`config.mk`:
```
export PLATFORM = sky130hd
export DESIGN_NAME = wip_ram
export DESIGN_NICKNAME = d
export VERILOG_FILES = /design/src/sv/wide_integer_power_top_assert.svh /design/src/sv/wip_ram.sv
export SDC_FILE = /design/constraint.sdc
export NUM_CORES = 1
export LEC_CHECK = 0
export BUFFER_PORTS_ARGS = -buffer_cell sky130_fd_sc_hd__buf_2
export CAP_MARGIN = 20
export CORE_MARGIN = 3
export CORE_UTILIZATION = 60
export CTS_CLUSTER_SIZE = 12
export DETAILED_ROUTE_END_ITERATION = 8
export HOLD_SLACK_MARGIN = 0.05
export MAX_ROUTING_LAYER = met4
export PLACE_DENSITY_LB_ADDON = 0.25
export SLEW_MARGIN = 0
export SYNTH_ARGS = -nofsm -noshare
export SYNTH_HDL_FRONTEND = slang
export SYNTH_SLANG_ARGS = --single-unit
```
`constraint.sdc`:
```
create_clock -name clk -period 5.8 [get_ports clk]
set_input_delay 0.87 -clock clk [delete_from_list [all_inputs] [get_ports clk]]
set_output_delay 0.87 -clock clk [all_outputs]
set_load 0.01 [all_outputs]
```
`src/sv/wide_integer_power_top_assert.svh`:
```
// Assertion macros for the wide integer power block
`ifndef WIDE_INTEGER_POWER_TOP_ASSERT_SVH
`define WIDE_INTEGER_POWER_TOP_ASSERT_SVH
`ifndef NO_ASSERTIONS
`define WIP_ASSERT(label, prop, msg) \
	label: assert property (@(posedge clk) disable iff (!arst_n) prop) else $error(msg);
`define WIP_ASSERT_NEXT(label, ante, cons, msg) \
	label: assert property (@(posedge clk) disable iff (!arst_n) (ante) |=> (cons)) else $error(msg);
`else
`define WIP_ASSERT(label, prop, msg)
`define WIP_ASSERT_NEXT(label, ante, cons, msg)
`endif
`endif

```
`src/sv/wip_ram.sv`:
```
// Generic single-port-write, single-read RAM with registered read data
module wip_ram #(
	parameter int unsigned WIDTH = 32,
	parameter int unsigned DEPTH = 36
) (
	input  logic                     clk,
	input  logic                     we,
	input  logic [$clog2(DEPTH)-1:0] waddr,
	input  logic [WIDTH-1:0]         wdata,
	input  logic [$clog2(DEPTH)-1:0] raddr,
	output logic [WIDTH-1:0]         rdata
);
	logic [WIDTH-1:0] mem_q [DEPTH];

	always_ff @(posedge clk) begin
		if (we) begin
			mem_q[waddr] <= wdata;
		end
		rdata <= mem_q[raddr];
	end
endmodule

```
# After elaboration in Yosys (flattened, before gate mapping)
# Memory sizes are Yosys's and may differ from the RTL's. A register that Yosys moved wholly into a read port is not among the register bits.
# Cells that the tools add are included.
# W data, S select, Z words.
word_totals:
  register_bits: 0
  latchBits: 0
  ram_bits: 1152
  mem_bits_ro: 0
  input_bits: 46
  elab_cells: 3
  memories: 1
mem_list:
  columns: ["name", "depth", "word_bits", "rd", "rd_clocked_by_memory_dff", "write_ports", "line_no", "text"]
  rows:
  - ["mem_q", 36, 32, 1, 1, 1, "wip_ram.sv:13", "logic [WIDTH-1:0] mem_q [DEPTH];"]
op_classes:
  add_sub_neg: 0
  multipliers: 0
  div: 0
  magnitude_cmp: 0
  eq_ne: 0
  shift: 0
  mux: 2
  bitwise: 0
  n_reduce_logical: 0
ops:
  columns: ["operator", "count"]
  rows:
  - ["$mux W1", 2]

# Depth between registers and ports, before layout
# Gate-level depths: netlist (run 1).
logic_depth:
  ltp_word: 2
  mapped_depth: 8
  ltp_nobuf: 5

# Worst setup path after synthesis (run 1)
# No wires, ideal clock.
synth_path:
  path_type: "input to register"
  startpoint: "in waddr[2]"
  endpoint: "mem mem_q[25][0], enable pin"
  setup_time_ns: 0.421
  arrival_ns: 2.776
  slack_ns: 2.603
  cell_stages: 2
  n_path_buf: 0
  cell_sequence: "or3b_2 nor2_1"
synth_rtl:
  columns: ["element", "line_no", "text"]
  rows:
  - ["start, declared", "wip_ram.sv:8", "input logic [$clog2(DEPTH)-1:0] waddr,"]
  - ["end, declared", "wip_ram.sv:13", null]
# Straight into the memory's write port.

==> results.md, run 1 <==
- Status: completed
- Setup TNS: 0 ns
- Post-Route WL: 111 mm
- Vias in the first global route: ~23000
- Ys flop type: edfxtp_1
- Rel. slew slack: 0.203
- CP Max Fanout: 49
- Routed met2 length: roughly 53 mm
- # nets final: between 2000 and 3000
- Worst hold path class: flop to flop
- Power Total: about 17 mW
- Req. time, crit path: about 6.3 ns
- Vias per inst: 6.58
- DRT iter0 DRCs: approximately 2800
- Setup crit end: rdata[6]
- Post-Route M1 WL: roughly 43 mm
- Ports: 78
- Initial Util: 0.610
- Die Width: between 200 and 300 um
- Worst-Skew Late Latency: around 0.69 ns
- Share of flip-flops with an asynchronous set or reset: 0
- EDFF count, synth: approximately 1200
- Worst-Margin Slew: ~1.2 ns
- DP HPWL: slightly above 60 mm
- Filler instances: between 4000 and 5000
- Setup Crit Path Kind: input pin to flop
- Cell row count: 100
- Setup repair after global routing missed its margin: false
- Reg2reg end: rdata[12]
- Core box area: approximately 75000 um^2
- Worst EP arrival: between 3 and 4 ns
- Total CTS buffers: around 120
- Leak pwr: between 15 and 20 nW
- Final setup viols: 0
- Area share of the largest cell type after synthesis: 0.757
- Pre-antenna DRT Iters: 5
- Post-synth net total: approximately 2400
- Tcrit/Tclk final: 0.566
- Cell depth of the worst flop-to-flop path: 5
- Sequential area share after synthesis: 0.771
- Count of cell types in the netlist: 28
- H-tree levels: 3
- Reg2Reg Launch Point: mem_q[16][12]
- Type of origin of the critical path: input pin
- Grt ovf: 0
- Slew Limit Fails: 0
- Final min period: ~3.3 ns
- Initial antenna violation count: 7
- Final Hold Viols: 0
- Clock Skew: 0.0280 ns
- Layout cell share with drive strength beyond 1: 0.177
- Setup Fix Bufs, Post-CTS: 0
- Via count: 23400
- Post-CTS Hold Buffers: 0
- Top routing layer in use: met4
- CTS sink count: 1184
- Routed length per instance: 31.3 um
- Avg Inst Size Synth: 19.5 um^2
- Post-CTS Resized: 0
- Total Routing Usage GR: 0.294
- Synth area leader: edfxtp_1
- Area contributors post-synth: edfxtp_1, mux2i_1, a22oi_1, a221oi_2, mux4_2
- Gpl congestion: 0.817
- CP Launch Point: raddr[1]
- TritonCTS clock tree: built
- Final ANT Viol Nets: 0
- First-pass GRT wire length: between 150 and 200 mm
- FMAX: 305 MHz
- Layout Area Growth over Synthesis: 11.8%
- YS warnings: 0
- Max Cap Violations: 0
- Reg clk slew, reported paths: 0.06 ns
- Clock Root Buffer: clkbuf_16
- Metal3 WL: approximately 12 mm
- Maximum VDD drop: between 0.3 and 0.4 mV
- Commonest cells in the netlist: edfxtp_1, mux2i_1, a22oi_1
- Die Ht: 282 um
- # DRC: 0
- I/O Buffers: between 70 and 80
- Pwr dens: roughly 340 nW/um^2
- R2r setup slk: between 4 and 5 ns
- Cells after synthesis: about 2300
- Post-Syn Area: about 46000 um^2
- Maximum clock path buffer count: 3
- CP Capture Type: flop
- Largest net degree at the start of global routing: between 80 and 90
- Synth Register Bits: about 1200
- Top-count cell post-synth: edfxtp_1
- Die area: a little under 80000 um^2
==> cell type report <==
| cell class | instances | area (um^2) | area share |
|---|---|---|---|
| clock inverters | 21 | 131 | 0.00257 |
| clock buffers | 197 | 3300 | 0.0645 |
| repair buffers | 160 | 1240 | 0.0242 |
| multi-input cells | 1020 | 9990 | 0.195 |
| flip-flops and latches | 1184 | 35200 | 0.689 |
| diodes | 6 | 15.0 | 0.000294 |
| well taps | 969 | 1210 | 0.0237 |
==> sequential cells by signal, summed over array words and instances, names as in the netlist <==
name	cells
mem_q	1152
rdata	32
==> metrics by stage <==
stage,hold slack [ns],util,area (um^2),instances,worst slack [ns]
2_1_floorplan,0.629,-,45700,2345,2.60
3_3_place_gp,0.640,0.633,47400,3322,1.88
3_5_place_dp,0.651,0.635,47600,3329,1.85
4_1_cts,0.643,0.681,51000,3547,2.55
5_1_grt,0.676,0.682,51100,3556,2.45
6_report,0.654,0.682,51100,3557,2.52
==> cell usage in the layout (no fill, tap or decap), drive strengths merged <==
master       n
o41ai       32
or3          1
a22o        64
mux4        32
or3b         2
nor2        39
edfxtp    1152
diode        6
clkbuf     197
and2         1
nand2       35
nand2b       2
o22ai       32
mux2i      512
nand3b       5
nand3        3
inv          3
clkinvlp     1
clkinv      17
dfxtp       32
or2          1
a221oi      64
buf        160
a21oi       64
nor2b        3
a22oi      128
==> kinds of logic (layout without fill, tap and decap cells) <==
logic type             Yosys count  in the layout  synth area share
AO/OA/AOI/OAI                  384            384            0.0753
flip-flops                    1184           1184             0.771
buffers and inverters          141            378            0.0176
AND/OR/NAND/NOR                 92             92           0.00870
other                            0              6                 0
multiplexers                   544            544             0.128
==> layer usage <==
layer,GRT usage,vias up
met4,0.108,0
met5,-,-
met2,0.440,1198
met1,0.396,12000
li1,-,9937
met3,0.0739,247
==> worst min-delay path by stage <==
stage | cells past startpoint | slack (ns) | to | from
floorplan | 3 | 0.63 | rdata[0] | mem_q[34][0]
global placement | 3 | 0.64 | rdata[21] | mem_q[34][21]
detailed placement | 3 | 0.65 | rdata[8] | mem_q[33][8]
CTS | 3 | 0.64 | rdata[19] | mem_q[32][19]
global route | 3 | 0.68 | rdata[19] | mem_q[34][19]
finish | 3 | 0.65 | rdata[19] | mem_q[32][19]
==> where the power goes <==
group	internal, mW	switching, mW	leakage, nW
clock	3.84	3.00	1.65
combinational	0.298	0.566	5.17
sequential	9.46	0.0389	10.6
==> worst max-delay path: stages <==
cell,delay (ns)
buf_2,0.56
buf_4,0.56
nor2b_4,0.10
buf_4,0.34
a22o_1,0.31
a221oi_1,0.27
o22ai_1,0.17
o41ai_2,0.53
Note: power is estimated with default switching activity, not from simulation.
==> inputs of run 2 (changes only) <==
--- a/config.mk
+++ b/config.mk
@@ -5,6 +5,7 @@
 export SDC_FILE = /design/constraint.sdc
 export NUM_CORES = 1
 export LEC_CHECK = 0
+export ABC_AREA = 1
 export BUFFER_PORTS_ARGS = -buffer_cell sky130_fd_sc_hd__buf_2
 export CAP_MARGIN = 20
 export CORE_MARGIN = 3
==> constraint.sdc (replaced) <==
create_clock -name clk -period 3.4 [get_ports clk]
set_input_delay 0.51 -clock clk [delete_from_list [all_inputs] [get_ports clk]]
set_output_delay 0.51 -clock clk [all_outputs]
set_load 0.01 [all_outputs]
==> results.md, run 2 <==
- Maximum VDD drop: 0.515 mV (+48%)
- Final setup viols: 0 (unchanged)
- Worst EP arrival: 2.56 ns (-1.25 ns)
- Area share of the largest cell type after synthesis: 0.732 (-0.0241)
- Most common cell after layout, fill and taps aside: nand2_1
- Final min period: about 2 ns
- Clock Root Buffer: clkbuf_16
- Worst hold path class: input pin to flop
- Setup Crit Path Kind: input pin to flop
- Synth Register Bits: 1184 (unchanged)
- Critical path's largest stage delay: 0.42 ns (-0.14 ns)
- Cell depth of the worst flop-to-flop path: 8 (+3)
- CP Launch Point: raddr[0]
- Status: completed
- Post-synth net total: 3906 (+63%)
- Slowest stage cell, crit path: buf_4
- Layout Area Growth over Synthesis: 10.7%
- CP Max Fanout: 114 (+130%)
- Layout cell share with drive strength beyond 1: 0.0890 (-0.0880)
- YS warnings: 0 (unchanged)
- H-tree levels: 3 (unchanged)
- # DRC: 0 (unchanged)
- Clock Skew: 0.0162 ns (-0.0118 ns)
- Crit path max-delay family: buffers and inverters
- Met1 GRT Util: 0.445 (+0.0494)
- Hold slack: 0.373 ns (-0.281 ns)
- Routed length per instance: 25.0 um (-20%)
- Biggest register: mem_q
- I/O Buffers: 77 (unchanged)
- Commonest cells in the netlist: nand2_1, edfxtp_1, nand3_1
- EDFF count, synth: 1152 (unchanged)
- Largest net degree at the start of global routing: 159 (+87%)
- Pwr dens: 573 nW/um^2 (+70%)
- Placed insts: 4831 (+45%)
- Crit path buffers/inverters: 4 (+1)
- Type of origin of the critical path: input pin
- Cell row count: 102 (+2.0%)
- Total Routing Usage GR: 0.319 (+0.0254)
- Die Width: 287 um (+1.6%)
- DRT iter0 DRCs: 4371 (+57%)
- TritonCTS clock tree: built
- Final WS setup: 1.41 ns (-1.11 ns)
- Ys flop type: edfxtp_1
- Post-CTS Resized: 0 (unchanged)
- Worst-Skew Late Latency: 0.68 ns (about the same)
- Ports: 78 (unchanged)
- Initial Util: 0.608 (-0.00245)
- Count of cell types in the netlist: 18 (-36%)
- Share of flip-flops with an asynchronous set or reset: 0 (unchanged)
- Max reg flops: 1152 (unchanged)
- DP HPWL: 66.4 mm (+7.6%)
- Worst-Margin Slew: 0.995 ns (-0.197 ns)
- Max Cap Violations: 0 (unchanged)
- Pre-antenna DRT Iters: 6 (+1)
- Met3 Usage GRT: 0.0534 (-0.0205)
- Post-Syn Area: 47200 um^2 (+3.3%)
- Setup TNS: 0 ns (unchanged)
- Vias in the first global route: 29600 (+26%)
- Initial antenna violation count: 2 (-5)
- Commonest cells after routing, fill and taps aside: nand2_1, edfxtp_1, nand3_1
- Req. time, crit path: 3.96 ns (-2.37 ns)
- Grt ovf: 0 (unchanged)
- Vias per inst: 6.12 (-7.0%)
- Maximum clock path buffer count: 3 (unchanged)
- Gr busiest metal: met2
- Pre-CTS WS: 0.818 ns (-1.03 ns)
- Tcrit/Tclk final: 0.587
- Top-count cell post-synth: nand2_1
- Rel. slew slack: 0.336 (+0.133)
- Setup Fix Bufs, Post-CTS: 0 (unchanged)
- Area contributors post-synth: edfxtp_1, nand2_1, nand3_1, buf_6, dfxtp_1
- Leak pwr: 18.6 nW (+6.8%)
- Gpl congestion: 0.838 (+2.6%)
- Critical path, cell by cell: buf_8 -> clkinv_16 -> buf_4 -> buf_4 -> nand2_1 -> nand3_1 -> nand3_1 -> nand2_1 -> nand2_1 -> nand3_1 -> nand3_1 -> nand2_1
- Die Ht: 287 um (+1.6%)
- Grt met2 use: 0.477 (+0.0376)
- Avg Inst Size Synth: 12.2 um^2 (-37%)
- Synth area leader: edfxtp_1
- Core box area: 77700 um^2 (+3.7%)
- Total CTS buffers: 115 (unchanged)
- CP Capture Type: flop
- Layout Cells excl Fill: 5044 (+42%)
- Reg2Reg Launch Point: mem_q[7][12]
- Cells after synthesis: 3860 (+65%)
- Via count: 30900 (+32%)
- R2r setup slk: 1.98 ns (-2.05 ns)
- Die area: 82100 um^2 (+3.2%)
- Sequential area share after synthesis: 0.746 (-0.0245)
- # nets final: 3954 (+56%)
- Post-Route WL: 126 mm (+13%)
- Final Hold Viols: 0 (unchanged)
- Setup crit end: rdata[31]
- Largest regs: mem_q (1152), rdata (32)
- Power Total: 30.0 mW (+74%)
- Reg2reg end: rdata[12]
- CTS sink count: 1184 (unchanged)
- Slew Limit Fails: 0 (unchanged)
- First-pass GRT wire length: 188 mm (+17%)
- WP depth: 12 (+4)
- FMAX: approximately 500 MHz
- Setup repair after global routing missed its margin: false
- Final ANT Viol Nets: 0 (unchanged)
- Reg clk slew, reported paths: 0.06 ns (about the same)
- Post-CTS Hold Buffers: 0 (unchanged)
-- run 2: cell types whose count changed after synthesis, moves of 51 or more --
cell | before | now
nand2_1 | 35 | 1346
a22o_1 | 64 | 0
nand3_1 | 3 | 875
a22oi_1 | 128 | 0
nor2_1 | 39 | 103
buf_2 | 30 | 104
a221oi_2 | 51 | 0
a21oi_1 | 64 | 0
mux2i_1 | 512 | 0
-- run 2: cells by family (layout without fill, tap and decap cells) --
family	after synthesis	after routing	synth area share
and+or+nand+nor	2324	2324	0.208
buffers and inverters	256	397	0.0351
other	0	3	0
DFF	1184	1184	0.746
AOI/OAI and AO/OA	96	96	0.0110
-- run 2: worst min-delay path by stage --
stage	start	endpoint	slack [ns]	depth (start not counted)
after floorplan	mem_q[32][23]	rdata[23]	0.58	4
after global placement	mem_q[32][13]	rdata[13]	0.60	4
after detailed placement	mem_q[32][3]	rdata[3]	0.61	4
after CTS	raddr[3]	rdata[1]	0.34	5
after global routing	wdata[22]	mem_q[19][22]	0.39	1
final	wdata[17]	mem_q[7][17]	0.37	1
-- run 2: routing by layer --
| layer | share of wire | routed length [um] |
|---|---|---|
| met2 | 0.46 | 58400 |
| met5 | 0 | 0 |
| met4 | 0.041 | 5220 |
| met3 | 0.11 | 13700 |
| met1 | 0.39 | 48700 |
-- run 2: final cells by class --
type / count / area [um^2]
clock inverter: 15 / 163
clock buffer: 195 / 3330
multi-input combinational: 2420 / 10600
antenna: 3 / 7.51
tap: 1040 / 1300
fill: 5368 / 25400
inverter: 11 / 85.1
timing repair buffer: 176 / 1550
sequential: 1184 / 35200
-- run 2: through the flow --
step           area [um^2]   util
4_1_cts              52300  0.673
2_1_floorplan        47200      -
3_5_place_dp         48800  0.628
3_3_place_gp         48800  0.628
5_1_grt              52300  0.673
6_report             52300  0.673
-- run 2: power breakdown --
| group | internal (mW) | switching [mW] | total (mW) |
|---|---|---|---|
| registers | 16.1 | 0.0850 | 16.2 |
| logic | 0.455 | 1.33 | 1.79 |
| clock network | 6.77 | 5.19 | 12.0 |
| total | 23.4 | 6.60 | 30.0 |
